**config.mk**
```make
export PLATFORM = sky130hd
export DESIGN_NAME = unsorted_list_table
export DESIGN_NICKNAME = d
export VERILOG_FILES = /design/src/sv/ulist_pkg.sv /design/src/sv/unsorted_list_table.sv
export SDC_FILE = /design/constraint.sdc
export NUM_CORES = 1
export LEC_CHECK = 0
export ABC_CLOCK_PERIOD_IN_PS = 4550
export CORE_ASPECT_RATIO = 0.9
export CORE_UTILIZATION = 30
export DETAILED_ROUTE_END_ITERATION = 16
export DONT_BUFFER_PORTS = 1
export PLACE_DENSITY = 0.52
export SLEW_MARGIN = 5
export SYNTH_ARGS = -nofsm -noshare
export SYNTH_HDL_FRONTEND = slang
export SYNTH_SLANG_ARGS = --single-unit
```
**constraint.sdc**
```tcl
create_clock -name clk -period 4.55 [get_ports clk]
set_input_delay 0.91 -clock clk [delete_from_list [all_inputs] [get_ports clk]]
set_output_delay 0.91 -clock clk [all_outputs]
set_load 0.005 [all_outputs]
```
**src/sv/ulist_pkg.sv**
```systemverilog
// Shared constants and codes for the unsorted list table.
package ulist_pkg;

  // Sizing
  localparam int CAPACITY   = 32;
  localparam int ITEM_WIDTH = 32;
  localparam int IDX_W      = $clog2(CAPACITY);
  localparam int CNT_W      = $clog2(CAPACITY + 1);
  localparam int ACT_W      = 3;
  localparam int STAT_W     = 3;
  localparam int REL_W      = 2;

  // Action codes
  localparam logic [ACT_W-1:0] ACT_INSERT   = 3'd0;
  localparam logic [ACT_W-1:0] ACT_DELETE   = 3'd1;
  localparam logic [ACT_W-1:0] ACT_SEARCH   = 3'd2;
  localparam logic [ACT_W-1:0] ACT_RST_CUR  = 3'd3;
  localparam logic [ACT_W-1:0] ACT_GET_NEXT = 3'd4;
  localparam logic [ACT_W-1:0] ACT_MK_EMPTY = 3'd5;
  localparam logic [ACT_W-1:0] ACT_COMPARE  = 3'd6;

  // Status codes
  localparam logic [STAT_W-1:0] ST_OK       = 3'd0;
  localparam logic [STAT_W-1:0] ST_FULL     = 3'd1;
  localparam logic [STAT_W-1:0] ST_NOTFOUND = 3'd2;
  localparam logic [STAT_W-1:0] ST_END      = 3'd3;
  localparam logic [STAT_W-1:0] ST_NOCUR    = 3'd4;

  // Relation codes
  localparam logic [REL_W-1:0] REL_LESS    = 2'd0;
  localparam logic [REL_W-1:0] REL_EQUAL   = 2'd1;
  localparam logic [REL_W-1:0] REL_GREATER = 2'd2;
  localparam logic [REL_W-1:0] REL_UNKNOWN = 2'd3;

endpackage

```
**src/sv/unsorted_list_table.sv**
```systemverilog
// Unsorted list table: bounded list of signed items with one action per item.
//
// Input channel (in_valid / in_stall) carries an action code and an item;
// every accepted item yields exactly one result on the output channel
// (out_valid / out_stall) with status, found flag, item, relation, length
// and full flag. Items are held in a single-port-read, single-port-write
// memory; one comparator walks it under a small sequencer.
// Insert, reset cursor and make empty pass through an execute step and a
// push step; get next and compare add a fetch step when they read an entry;
// search scans from the head, and delete scans and then shifts the entries
// above the match down. The memory read port, one entry per cycle, sets the
// scan and shift time. One item is in work at a time: the next item is
// accepted only once the result has moved to the output register. in_stall
// is high while an item is in work; a finished result waits in the output
// register, so the next item may be accepted and run up to its own result
// while the receiver stalls.
// Reset empties the list and clears the cursor and the output valid flag;
// memory contents are not cleared and are never read before being written.
module unsorted_list_table (
  input  logic                                    clk,
  input  logic                                    rst_n,
  input  logic                                    in_valid,
  output logic                                    in_stall,
  input  logic [ulist_pkg::ACT_W-1:0]             in_action,
  input  logic signed [ulist_pkg::ITEM_WIDTH-1:0] in_item_in,
  output logic                                    out_valid,
  input  logic                                    out_stall,
  output logic [ulist_pkg::STAT_W-1:0]            out_status,
  output logic                                    out_found,
  output logic signed [ulist_pkg::ITEM_WIDTH-1:0] out_item_out,
  output logic [ulist_pkg::REL_W-1:0]             out_relation,
  output logic [ulist_pkg::CNT_W-1:0]             out_list_length,
  output logic                                    out_list_full
);
  import ulist_pkg::*;

  typedef enum logic [2:0] {
    S_IDLE, S_EXEC, S_FETCH, S_SCAN, S_SHIFT, S_PUSH
  } state_t;

  localparam logic [CNT_W-1:0] CAP_CNT = CNT_W'(CAPACITY);

  // Item storage
  logic signed [ITEM_WIDTH-1:0] mem [CAPACITY];
  logic signed [ITEM_WIDTH-1:0] rd_data_r;
  logic                         rd_en;
  logic [IDX_W-1:0]             rd_addr;
  logic                         wr_en;
  logic [IDX_W-1:0]             wr_addr;
  logic signed [ITEM_WIDTH-1:0] wr_data;

  // Control and list state
  state_t                       state_r, state_nxt;
  logic [CNT_W-1:0]             count_r, count_nxt;
  logic [IDX_W-1:0]             cursor_r, cursor_nxt;
  logic                         cur_valid_r, cur_valid_nxt;
  logic [CNT_W-1:0]             rem_r, rem_nxt;
  logic [CNT_W-1:0]             sh_r, sh_nxt;
  logic                         pend_r, pend_nxt;
  logic [IDX_W-1:0]             cmp_idx_r, cmp_idx_nxt;
  logic [ACT_W-1:0]             act_r, act_nxt;
  logic signed [ITEM_WIDTH-1:0] item_r, item_nxt;

  // Staged result
  logic [STAT_W-1:0]            res_status_r, res_status_nxt;
  logic                         res_found_r, res_found_nxt;
  logic signed [ITEM_WIDTH-1:0] res_item_r, res_item_nxt;
  logic [REL_W-1:0]             res_rel_r, res_rel_nxt;

  // Output register
  logic                         out_valid_r, out_valid_nxt;
  logic [STAT_W-1:0]            out_status_r, out_status_nxt;
  logic                         out_found_r, out_found_nxt;
  logic signed [ITEM_WIDTH-1:0] out_item_r, out_item_nxt;
  logic [REL_W-1:0]             out_rel_r, out_rel_nxt;
  logic [CNT_W-1:0]             out_len_r, out_len_nxt;
  logic                         out_full_r, out_full_nxt;

  // Helpers
  logic [CNT_W-1:0]             count_m1;
  logic [CNT_W-1:0]             rem_m1;
  logic [CNT_W-1:0]             cursor_ext;
  logic                         in_accept;
  logic                         out_free;

  assign count_m1   = count_r - CNT_W'(1);
  assign rem_m1     = rem_r - CNT_W'(1);
  assign cursor_ext = CNT_W'(cursor_r);
  assign in_accept  = in_valid && !in_stall;
  assign out_free   = !out_valid_r || !out_stall;

  assign in_stall        = (state_r != S_IDLE);
  assign out_valid       = out_valid_r;
  assign out_status      = out_status_r;
  assign out_found       = out_found_r;
  assign out_item_out    = out_item_r;
  assign out_relation    = out_rel_r;
  assign out_list_length = out_len_r;
  assign out_list_full   = out_full_r;

  // Sequencer next-state and memory port control
  always_comb begin
    state_nxt      = state_r;
    count_nxt      = count_r;
    cursor_nxt     = cursor_r;
    cur_valid_nxt  = cur_valid_r;
    rem_nxt        = rem_r;
    sh_nxt         = sh_r;
    pend_nxt       = pend_r;
    cmp_idx_nxt    = cmp_idx_r;
    act_nxt        = act_r;
    item_nxt       = item_r;
    res_status_nxt = res_status_r;
    res_found_nxt  = res_found_r;
    res_item_nxt   = res_item_r;
    res_rel_nxt    = res_rel_r;
    out_valid_nxt  = out_valid_r;
    out_status_nxt = out_status_r;
    out_found_nxt  = out_found_r;
    out_item_nxt   = out_item_r;
    out_rel_nxt    = out_rel_r;
    out_len_nxt    = out_len_r;
    out_full_nxt   = out_full_r;
    rd_en          = 1'b0;
    rd_addr        = '0;
    wr_en          = 1'b0;
    wr_addr        = '0;
    wr_data        = item_r;

    // Drop the output item once taken
    if (out_valid_r && !out_stall) begin
      out_valid_nxt = 1'b0;
    end

    case (state_r)
      S_IDLE: begin
        if (in_accept) begin
          act_nxt        = in_action;
          item_nxt       = in_item_in;
          res_status_nxt = ST_OK;
          res_found_nxt  = 1'b0;
          res_item_nxt   = '0;
          res_rel_nxt    = REL_UNKNOWN;
          state_nxt      = S_EXEC;
        end
      end

      S_EXEC: begin
        state_nxt = S_PUSH;
        case (act_r)
          ACT_INSERT: begin
            if (count_r >= CAP_CNT) begin
              res_status_nxt = ST_FULL;
            end else begin
              wr_en     = 1'b1;
              wr_addr   = count_r[IDX_W-1:0];
              count_nxt = count_r + CNT_W'(1);
            end
          end
          ACT_DELETE, ACT_SEARCH: begin
            rem_nxt   = count_r;
            pend_nxt  = 1'b0;
            state_nxt = S_SCAN;
          end
          ACT_RST_CUR: begin
            cursor_nxt    = '0;
            cur_valid_nxt = 1'b0;
          end
          ACT_GET_NEXT: begin
            if (!cur_valid_r) begin
              if (count_r == '0) begin
                res_status_nxt = ST_END;
              end else begin
                cursor_nxt    = count_m1[IDX_W-1:0];
                cur_valid_nxt = 1'b1;
                rd_en         = 1'b1;
                rd_addr       = count_m1[IDX_W-1:0];
                state_nxt     = S_FETCH;
              end
            end else if (cursor_r == '0 || cursor_ext >= count_r) begin
              res_status_nxt = ST_END;
              cursor_nxt     = '0;
              cur_valid_nxt  = 1'b0;
            end else begin
              cursor_nxt = cursor_r - IDX_W'(1);
              rd_en      = 1'b1;
              rd_addr    = cursor_r - IDX_W'(1);
              state_nxt  = S_FETCH;
            end
          end
          ACT_MK_EMPTY: begin
            count_nxt     = '0;
            cursor_nxt    = '0;
            cur_valid_nxt = 1'b0;
          end
          ACT_COMPARE: begin
            if (!cur_valid_r || cursor_ext >= count_r) begin
              res_status_nxt = ST_NOCUR;
            end else begin
              rd_en     = 1'b1;
              rd_addr   = cursor_r;
              state_nxt = S_FETCH;
            end
          end
          default: begin
          end
        endcase
      end

      // Use the single entry read for get next or compare
      S_FETCH: begin
        if (act_r == ACT_GET_NEXT) begin
          res_item_nxt = rd_data_r;
        end else if (item_r > rd_data_r) begin
          res_rel_nxt = REL_GREATER;
        end else if (item_r < rd_data_r) begin
          res_rel_nxt = REL_LESS;
        end else begin
          res_rel_nxt = REL_EQUAL;
        end
        state_nxt = S_PUSH;
      end

      // Walk from the head: issue one read and check the previous one each cycle
      S_SCAN: begin
        if (pend_r && rd_data_r == item_r) begin
          res_found_nxt = 1'b1;
          pend_nxt      = 1'b0;
          if (act_r == ACT_SEARCH) begin
            cursor_nxt    = cmp_idx_r;
            cur_valid_nxt = 1'b1;
            state_nxt     = S_PUSH;
          end else begin
            cursor_nxt    = '0;
            cur_valid_nxt = 1'b0;
            sh_nxt        = CNT_W'(cmp_idx_r) + CNT_W'(1);
            state_nxt     = S_SHIFT;
          end
        end else if (rem_r != '0) begin
          rd_en       = 1'b1;
          rd_addr     = rem_m1[IDX_W-1:0];
          cmp_idx_nxt = rem_m1[IDX_W-1:0];
          rem_nxt     = rem_m1;
          pend_nxt    = 1'b1;
        end else begin
          res_status_nxt = ST_NOTFOUND;
          pend_nxt       = 1'b0;
          state_nxt      = S_PUSH;
        end
      end

      // Close the gap: read entry j+1 and write it to entry j in the next cycle
      S_SHIFT: begin
        if (pend_r) begin
          wr_en   = 1'b1;
          wr_addr = cmp_idx_r - IDX_W'(1);
          wr_data = rd_data_r;
        end
        if (sh_r < count_r) begin
          rd_en       = 1'b1;
          rd_addr     = sh_r[IDX_W-1:0];
          cmp_idx_nxt = sh_r[IDX_W-1:0];
          sh_nxt      = sh_r + CNT_W'(1);
          pend_nxt    = 1'b1;
        end else begin
          pend_nxt = 1'b0;
          if (!pend_r) begin
            count_nxt = count_m1;
            state_nxt = S_PUSH;
          end
        end
      end

      // Hand the result to the output register when it is free
      S_PUSH: begin
        if (out_free) begin
          out_valid_nxt  = 1'b1;
          out_status_nxt = res_status_r;
          out_found_nxt  = res_found_r;
          out_item_nxt   = res_item_r;
          out_rel_nxt    = res_rel_r;
          out_len_nxt    = count_r;
          out_full_nxt   = (count_r == CAP_CNT);
          state_nxt      = S_IDLE;
        end
      end

      default: begin
        state_nxt = S_IDLE;
      end
    endcase
  end

  // Item memory: one write port, one registered read port
  always_ff @(posedge clk) begin
    if (wr_en) begin
      mem[wr_addr] <= wr_data;
    end
    if (rd_en) begin
      rd_data_r <= mem[rd_addr];
    end
  end

  // State and registered outputs
  always_ff @(posedge clk) begin
    if (!rst_n) begin
      state_r     <= S_IDLE;
      count_r     <= '0;
      cursor_r    <= '0;
      cur_valid_r <= 1'b0;
      pend_r      <= 1'b0;
      out_valid_r <= 1'b0;
    end else begin
      state_r     <= state_nxt;
      count_r     <= count_nxt;
      cursor_r    <= cursor_nxt;
      cur_valid_r <= cur_valid_nxt;
      pend_r      <= pend_nxt;
      out_valid_r <= out_valid_nxt;
    end
    rem_r        <= rem_nxt;
    sh_r         <= sh_nxt;
    cmp_idx_r    <= cmp_idx_nxt;
    act_r        <= act_nxt;
    item_r       <= item_nxt;
    res_status_r <= res_status_nxt;
    res_found_r  <= res_found_nxt;
    res_item_r   <= res_item_nxt;
    res_rel_r    <= res_rel_nxt;
    out_status_r <= out_status_nxt;
    out_found_r  <= out_found_nxt;
    out_item_r   <= out_item_nxt;
    out_rel_r    <= out_rel_nxt;
    out_len_r    <= out_len_nxt;
    out_full_r   <= out_full_nxt;
  end

  // Checks
  a_count_bound: assert property (@(posedge clk) disable iff (!rst_n)
    count_r <= CAP_CNT)
    else $error("list length above capacity");

  a_cursor_in_list: assert property (@(posedge clk) disable iff (!rst_n)
    cur_valid_r |-> (cursor_ext < count_r))
    else $error("valid cursor points past the list");

  a_write_in_range: assert property (@(posedge clk) disable iff (!rst_n)
    wr_en |-> (CNT_W'(wr_addr) <= count_r) && (count_r < CAP_CNT || state_r == S_SHIFT))
    else $error("memory write outside the list");

  a_result_from_push: assert property (@(posedge clk) disable iff (!rst_n)
    $rose(out_valid_r) |-> $past(state_r) == S_PUSH)
    else $error("result raised outside the push step");

endmodule

```
* After elaboration in Yosys (flattened, before gate mapping)
Memory sizes are Yosys's and may differ from the RTL's. A register that Yosys moved wholly into a read port is not among the register bits. Cells that the tools add are included.
Operators by class: $add $sub $neg 7, order comparisons 5, eq/ne operators 36, muxes and demuxes 96, reductions and logical operators 39
Operators by type and width (count):
- $mux W32 | 4
- $mux W5 | 17
- $pmux W32 S2 | 1
- $mux W3 | 18
- $mux W6 | 9
- $pmux W5 S2 | 5
- $pmux W6 S2 | 4
- $eq A32 B32 Y1 | 1
- $gt A32 B32 Y1 | 1
- $lt A32 B32 Y1 | 1
- $pmux W3 S3 | 3
- $ne A2 B2 Y1 const B | 12
- $mux W1 | 22
- $pmux W3 S6 | 1
- $reduce_and A4 Y1 | 4
- $eq A3 B3 Y1 const B | 5
- $ne A3 B3 Y1 const B | 5
- $pmux W5 S3 | 1
- $add A6 B1 Y6 const B | 2
- $eq A3 B2 Y1 const B | 4
- $ne A4 B4 Y1 const B | 3
- $reduce_and A3 Y1 | 4
- $sub A6 B1 Y6 const B | 2
- $pmux W1 S2 | 5
- 26 further kinds | 49
Storage, ports and cells: register bits after elaboration 152, memory bits (writable) 1024, output and inout bits 47, logic and storage cells 205, memories kept 1
Memories:
- mem | depth 32, bits a word 32, rd ports 1, clocked after memory_dff 1, wr ports 1, RTL line unsorted_list_table.sv:44 | logic signed [ITEM_WIDTH-1:0] mem [CAPACITY];

* Depth between registers and ports, before layout
Gate-level depths: netlist (run 1).
depth after elaboration 6, mapped depth 17, depth with buffers taken out 11

* Worst setup path after synthesis (run 1)
Ideal clock, no wire load.
path type reg2reg, from register act_r[0], to memory mem[25][0] (enable), library setup time 421 ps, arrival time 3385 ps, data required time 4129 ps, slack 744 ps, cell stages (with the launch flop) 8, path buffers 1, cell sequence edfxtp_1 clkbuf_1 or4_1 nor2_1 nand2_1 o21ai_0 nand3_1 nor2_1
Between the ends: word-level cells in the longest chain between the ends 5
Ends and longest elaborated chain:
- start: declaration | RTL line unsorted_list_table.sv:61 | logic [ACT_W-1:0] act_r, act_nxt;
- start signal: assignment | RTL line unsorted_list_table.sv:324 | act_r <= act_nxt;
- $logic_not A3 Y1 * | RTL line unsorted_list_table.sv:150 | case (act_r)
- $mux W1 | RTL line unsorted_list_table.sv:150
- $pmux W1 S2 | RTL line unsorted_list_table.sv:135 | case (state_r)
- $mux W1 | RTL line unsorted_list_table.sv:296 | if (wr_en) begin
- $mux W1 (not written as such) | RTL line unsorted_list_table.sv:297 | mem[wr_addr] <= wr_data;
- end: declaration | RTL line unsorted_list_table.sv:44
Mark *: on every way between the ends. The rest lies on a longest branch, timed or not.

* Worst setup path in the final report (run 1)
from register item_r[31], to register rd_data_r[9], read port of mem (data pin)
Between the ends: word-level cells in the longest chain between the ends 4
Ends and longest elaborated chain:
- start: declaration | RTL line unsorted_list_table.sv:62 | logic signed [ITEM_WIDTH-1:0] item_r, item_nxt;
- start signal: assignment | RTL line unsorted_list_table.sv:325 | item_r <= item_nxt;
- $eq A32 B32 Y1 * | RTL line unsorted_list_table.sv:226 | if (pend_r && rd_data_r == item_r) begin
- $logic_and A1 B1 Y1 * | RTL line unsorted_list_table.sv:226
- $mux W5 or $mux W1 (tied branches) | RTL line unsorted_list_table.sv:226
- $pmux W5 S3 or $pmux W1 S3 (tied branches) | RTL line unsorted_list_table.sv:135
- end: declaration | RTL line unsorted_list_table.sv:45 | logic signed [ITEM_WIDTH-1:0] rd_data_r;
Marks and branches as above. A chain may end at the register's enable or synchronous reset.

==> out/summary.txt, run 1 <==
Crit. End Element -> flop
Setup violators final -> 0
Crit Path Category -> reg -> reg
Startpoint Class -> flop
Clk pin slew, worst setup/hold paths -> 0.06 ns
Vias post-DR -> 29.22k
Register area share after synthesis -> 0.7364
Number of global-route vias before repair -> 27.94k
Hold path cells -> 0
Status -> complete, no violations
Tot GR Track Use -> 0.1766
First-pass GRT wire length -> 209800 microns
I/O pin total -> 86
EDFF count, synth -> 1191
Crit path DAT -> 4.91 ns
CTS tree -> built
Gr ovfl total -> 0
Num CTS Buffers -> 132
DR WL/cell -> 25.98 microns
RePlAce Congestion -> 0.8682
1st-iter DRT viols -> 3218
PortBufs -> 0
Power, Total -> 27.36 mW
DP HPWL -> 84960 microns
Filler cells -> 15.29k
# rows -> 140
Main flop type after synthesis -> edfxtp_1
Clock Skews -> 0.03376 ns
Average instance area after synthesis -> 15.04 sq um
Area taken by multi-input logic gates -> 12340 sq um
Worst hold path type -> in -> reg
Post-Route WL -> 147500 microns
Share of layout cells above drive strength 1 -> 0.1580
Count of final hold-check violations -> 0
Yosys warns -> 0
Fmax -> 0.2250 GHz
H-Tree Depth -> 4
Distinct cells, synth -> 77
DR vias/cell -> 5.148
Max Slew Vio Count -> 0
Worst Path Required -> 5.02 ns
Register area -> 36100 sq um
CTS root buf -> clkbuf_16
IR drop worst, VDD -> 0.3594 mV
Final Net Count -> 3524
RSZ-0062 raised after global routing -> false
Post-Syn Nets -> 3349
Crit path max fanout -> 40
Worst slew margin -> 0.1115
Reg2reg path depth -> 13
Largest net degree at the start of global routing -> 98
Placed cell area -> 53560 sq um
Clk sinks -> 1208
Max cap viols -> 0
Async set-reset flop share out of synthesis -> 0
Final instance area -> 57870 sq um
Mapped Area -> 49030 sq um
Initial Util -> 0.3026
DRC viols -> 0
Core Region -> 162000 sq um
Die W -> 428.1 microns
Period minus WS final -> 4.444 ns
Final period utilization -> 0.9768
Number of synthesized register bits -> 1208
Die height -> 385.5 microns
First drt pass iteration count -> 5
Leakage power -> 19.61 nW
Max Root-Sink Buffers -> 3
Area grow syn2layout -> 18.03%
Cell count after synthesis -> 3259
Initial antenna violation count -> 19
Full die area -> 165000 sq um
Worst Tran Pin Value -> 1.333 ns
Antenna Nets Post-Route -> 0
Latest clock arrival within the worst-skew pair -> 0.76 ns
Power Density -> 472.8 nW/um^2
==> metrics by stage <==
stage	setup WS (ns)	util	hold slack [ns]	TNS, ns	instances
6_report	0.1057	0.3571	0.2429	0	5676
5_1_grt	0.005969	0.3571	0.2101	0	5674
2_1_floorplan	0.7439	-	0.4003	0	3259
4_1_cts	0.01235	0.3567	0.2007	0	5665
3_3_place_gp	-0.1541	0.3306	0.4070	-0.1541	5426
3_5_place_dp	-0.3214	0.3306	0.4045	-0.5573	5426
==> cell usage after synthesis, types with 8 or more instances <==
library cell	instances	share of area
edfxtp_1	1191	0.73
a21o_1	12	0.0018
nor3_1	104	0.011
clkbuf_1	74	0.0057
a22oi_1	8	0.0012
and3_1	9	0.0011
a211oi_1	19	0.0029
nor2_1	120	0.0092
a211oi_2	24	0.0061
dfxtp_1	17	0.0069
buf_6	12	0.0028
xnor2_1	10	0.0018
nand4_1	14	0.0018
ha_1	51	0.013
o221ai_1	33	0.0059
buf_2	58	0.0059
a31oi_1	38	0.0048
a2111oi_0	9	0.0016
nand2b_1	11	0.0014
mux2i_1	348	0.071
buf_4	27	0.0041
a2111oi_2	22	0.0067
inv_1	59	0.0045
nor2b_1	9	0.0011
nor4_1	36	0.0046
a21oi_1	163	0.017
o21ai_0	64	0.0065
o22ai_1	66	0.0084
nand2_1	472	0.036
nand3_1	80	0.0082
==> what timing repair did <==
action	in CTS	in global routing
endpoints found under the setup margin	5	5
buffers inserted	0	4
pin swaps	0	2
gates resized for setup	2	6
cloned	0	0
hold buffers	0	0
==> registers in the layout (all words and copies together) (netlist names), 2 cells and up <==
register         cells
rd_data_r           32
res_status_r         3
act_r                3
state_r              3
out_status           3
cmp_idx_r            5
out_list_length      6
mem               1024
res_rel_r            2
res_item_r          32
out_item_out        32
out_relation         2
item_r              32
cursor_r             5
count_r              6
sh_r                 6
rem_r                6
==> where the power goes <==
group | switching, mW | total (mW) | internal, mW
clock network | 4.43 | 10.5 | 6.03
logic | 2.55 | 3.72 | 1.17
registers | 0.170 | 13.2 | 13.0
total | 7.15 | 27.4 | 20.2
==> cell type report <==
cell class | count | area share
Clock buffer | 160 | 0.06201
Inverter | 59 | 0.003827
Multi-Input combinational cell | 1815 | 0.2133
Tap cell | 2130 | 0.04606
Sequential cell | 1208 | 0.6239
Timing Repair Buffer | 218 | 0.03974
Clock inverter | 79 | 0.01085
Antenna cell | 7 | 0.0003027
==> worst max-delay path: stages (launching register included) <==
cell and delay [ns]:
edfxtp_1 0.41, ha_1 0.33, nand4_1 0.31, nor4_4 0.45
buf_4 0.18, nand4_1 0.21, nand3_1 0.26, and3_4 0.36
buf_12 0.25, nand3_4 0.11, buf_12 0.24, o221ai_1 0.36
nor3_1 0.13, a211oi_2 0.48
==> cell families after synthesis <==
group,Yosys count,share of synthesized area
DFF,1208,0.7364
and+or+nand+nor,880,0.07840
AOI/OAI and AO/OA,516,0.07350
muxes,353,0.07220
buffers and inverters,236,0.02379
adders and majority gates,51,0.01302
xor gates and xnor gates,15,0.002680
==> cell usage in the layout, fill, tap and decap left out, types with 33 or more instances in the layout <==
cell       synthesis  final
a21oi_1          163    161
a31oi_1           38     37
buf_12             1     53
buf_4             27    165
clkbuf_16          0    140
edfxtp_1        1191   1191
ha_1              51     51
inv_1             59     58
mux2i_1          348    348
nand2_1          472    470
nand3_1           80     75
nor2_1           120     86
nor2_4             0     34
nor3_1           104    104
nor4_1            36     35
o221ai_1          33     33
o22ai_1           66     66
==> worst paths after layout <==
kind / to / startpoint / slack (ns)
setup / recovery: rd_data_r[9] / item_r[31] / 0.11
hold reg to reg: out_item_out[29] / res_item_r[29] / 0.42
hold / removal: item_r[24] / in_item_in[24] / 0.24
setup reg to reg: rd_data_r[9] / item_r[31] / 0.11
==> layer usage <==
layer | vias to the layer above | share of wire | track usage
met5 | - | 0.00054 | 0
met4 | 12 | 0.023 | 0.05329
met3 | 223 | 0.070 | 0.03264
met2 | 1110 | 0.46 | 0.2799
met1 | 14960 | 0.44 | 0.2456
li1 | 12920 | - | -
No activity file was read; power rests on OpenSTA's default activity.
==> run 2: changes to the inputs <==
- CTS_BUF_LIST: not set -> sky130_fd_sc_hd__clkbuf_16
==> run 2 against run 1 <==
Compared with the run above: worst setup slack got worse by 0.014 ns; sequential share of layout area barely moved; worst hold slack improved by 0.0017 ns; cell count did not move; critical path type unchanged; maximum frequency fell by 0.31%; count of clock-buffer cells in the layout fell by 20; critical path depth did not move; combinational power is essentially flat; first-iteration DRC count down 1.7%; routed wire length down 0.10%; via count up 0.14%.
==> out/summary.txt, run 2 (synthesis results as in run 1) <==
Crit. End Element -> flop
Tot GR Track Use -> 0.1766 (unchanged)
Final core occ -> 0.3571 (about the same)
Crit Path Category -> reg -> reg
Final Net Count -> 3524 (unchanged)
Clock Skews -> 0.03159 ns (-0.002170 ns)
Reg2reg path depth -> 13 (unchanged)
Internal power consumption -> 20.15 mW (-0.30%)
Register area -> 36100 sq um (unchanged)
Vias post-DR -> 29.26k (+0.14%)
Die height -> 385.5 microns (unchanged)
Critical-path top delay cell -> a211oi_2
Clock power share -> 0.381 (-0.002)
Worst slew margin -> 0.1100 (-0.001436)
Most flop-heavy register -> mem
PnR worst setup slack -> 0.09170 ns (-0.01401 ns)
First drt pass iteration count -> 5 (unchanged)
CTS root buf -> clkbuf_16
DP HPWL -> 84960 microns (unchanged)
Place WS -> -0.3214 ns (unchanged)
Antenna Nets Post-Route -> 0 (unchanged)
Worst Path Required -> 5.02 ns (about the same)
1st-iter DRT viols -> 3164 (-1.7%)
Commonest non-fill, non-tap cell in the layout -> edfxtp_1
First-pass GRT wire length -> 209900 microns (about the same)
Switching pwr -> 7.148 mW (about the same)
Area grow syn2layout -> 18.01% (about the same)
Leakage power -> 19.68 nW (+0.37%)
CP Cell Sequence -> ha_1 -> nand4_1 -> nor4_4 -> buf_4 -> nand4_1 -> nand3_1 -> and3_4 -> buf_12 -> nand3_4 -> buf_12 -> o221ai_1 -> nor3_1 -> a211oi_2
Clk pin slew, worst setup/hold paths -> 0.06 ns (about the same)
Comb power frac -> 0.136 (about the same)
Area taken by multi-input logic gates -> 12340 sq um (unchanged)
Post-Route WL -> 147300 microns (-0.10%)
Final period utilization -> 0.9798 (+0.003079)
Buf/Inv on CP -> 3 (unchanged)
Reg2reg setup slack -> 0.09 ns (about the same)
PortBufs -> 0 (unchanged)
CP max stage delay -> 0.47 ns (about the same)
Full die area -> 165000 sq um (unchanged)
Hold path cells -> 0 (unchanged)
Crit path max fanout -> 40 (unchanged)
Min-Delay Endpoint -> act_r[2]
Crit path DAT -> 4.93 ns (+0.02 ns)
CTS tree -> built
Core Region -> 162000 sq um (unchanged)
Filler cells -> 15.29k (-0.0065%)
Setup violators final -> 0 (unchanged)
CP top delay family -> simple AND/OR/NAND/NOR gates
Latest clock arrival within the worst-skew pair -> 0.76 ns (about the same)
Count of final hold-check violations -> 0 (unchanged)
DRC viols -> 0 (unchanged)
Num CTS Buffers -> 132 (unchanged)
DR WL/cell -> 25.95 microns (-0.10%)
Critical path depth in cells -> 13 (unchanged)
Sequential share of power -> 0.483 (about the same)
Initial Util -> 0.3026 (unchanged)
Reg2reg end -> rd_data_r[9]
Max cap viols -> 0 (unchanged)
Switching share of power -> 0.2619 (+0.0005606)
Die W -> 428.1 microns (unchanged)
Worst Tran Pin Value -> 1.335 ns (+0.002154 ns)
Max Root-Sink Buffers -> 3 (unchanged)
IR drop worst, VDD -> 0.3585 mV (-0.26%)
Number of global-route vias before repair -> 27.94k (+0.0036%)
R2r startpoint -> item_r[31]
Gr ovfl total -> 0 (unchanged)
Clk sinks -> 1208 (unchanged)
Initial antenna violation count -> 19 (unchanged)
H-Tree Depth -> 4 (unchanged)
Worst hold path type -> in -> reg
RSZ-0062 raised after global routing -> false
# rows -> 140 (unchanged)
RePlAce Congestion -> 0.8682 (unchanged)
Status -> complete, no violations
I/O pin total -> 86 (unchanged)
Share of layout cells above drive strength 1 -> 0.1577 (-0.0002826)
Hold path startpoint -> in_action[2]
Hold Worst Slack -> 0.2446 ns (+0.001708 ns)
Startpoint Class -> flop
Most frequent cells in the layout -> edfxtp_1 (1191), nand2_1 (470), mux2i_1 (348)
Largest net degree at the start of global routing -> 98 (unchanged)
Power Density -> 471.8 nW/um^2 (-0.20%)
Max Slew Vio Count -> 0 (unchanged)
Fmax -> 0.2243 GHz (-0.31%)
DR vias/cell -> 5.156 (+0.14%)
Period minus WS final -> 4.458 ns (+0.01401 ns)
Largest register FFs -> 1024 (unchanged)
==> run 2: timing repair <==
action / 4_1_cts / 5_1_grt
setup buffers: 0 / 4
setup endpoints to repair: 5 / 5
gates resized for setup: 2 / 6
hold buffers: 0 / 0
pin swaps: 0 / 2
==> run 2: power groups by stage <==
stage / combinational [mW] / clock, mW / sequential [mW]
4_1_cts: 3.69 / 10.6 / 13.2
3_3_place_gp: 3.67 / 0 / 13.4
2_1_floorplan: 2.20 / 0 / 13.4
5_1_grt: 3.99 / 11.0 / 13.2
6_report: 3.72 / 10.4 / 13.2
3_5_place_dp: 3.68 / 0 / 13.4
==> run 2: metrics by stage <==
| step | total power, mW | cell area [sq um] | cells | setup TNS [ns] |
|---|---|---|---|---|
| after floorplan | 15.57 | 49030 | 3259 | 0 |
| after global placement | 17.07 | 53560 | 5426 | -0.1541 |
| after detailed placement | 17.08 | 53560 | 5426 | -0.5573 |
| after CTS | 27.47 | 57780 | 5665 | 0 |
| after global routing | 28.23 | 57850 | 5674 | 0 |
| final | 27.30 | 57860 | 5676 | 0 |
==> run 2: final cells by class <==
cell class / instances / area share
Sequential cell: 1208 / 0.6240
Multi-Input combinational cell: 1815 / 0.2133
Clock buffer: 140 / 0.06055
Clock inverter: 99 / 0.01215
Inverter: 59 / 0.003828
Antenna cell: 7 / 0.0003028
Timing Repair Buffer: 218 / 0.03975
Tap cell: 2130 / 0.04606
==> run 2: worst reg2reg max path, stage by stage, from the launching register on <==
cell	delay, ns
edfxtp_1	0.41
ha_1	0.33
nand4_1	0.33
nor4_4	0.46
buf_4	0.18
nand4_1	0.20
nand3_1	0.26
and3_4	0.36
buf_12	0.26
nand3_4	0.11
buf_12	0.25
o221ai_1	0.43
nor3_1	0.13
a211oi_2	0.47
==> run 2: worst max-delay path by stage <==
stage | start | to
after CTS | rd_data_r[31] | rd_data_r[13]
after global routing | state_r[0] | rd_data_r[12]
final | item_r[31] | rd_data_r[9]
after floorplan | act_r[0] | mem[25][0]
after global placement | rd_data_r[28] | rd_data_r[13]
after detailed placement | item_r[31] | rd_data_r[13]
==> run 2: routing by layer <==
| layer | share of wire | global-route usage |
|---|---|---|
| met2 | 0.46 | 0.2798 |
| met1 | 0.44 | 0.2456 |
| met5 | 0.00054 | 0 |
| met4 | 0.022 | 0.05329 |
| met3 | 0.071 | 0.03268 |
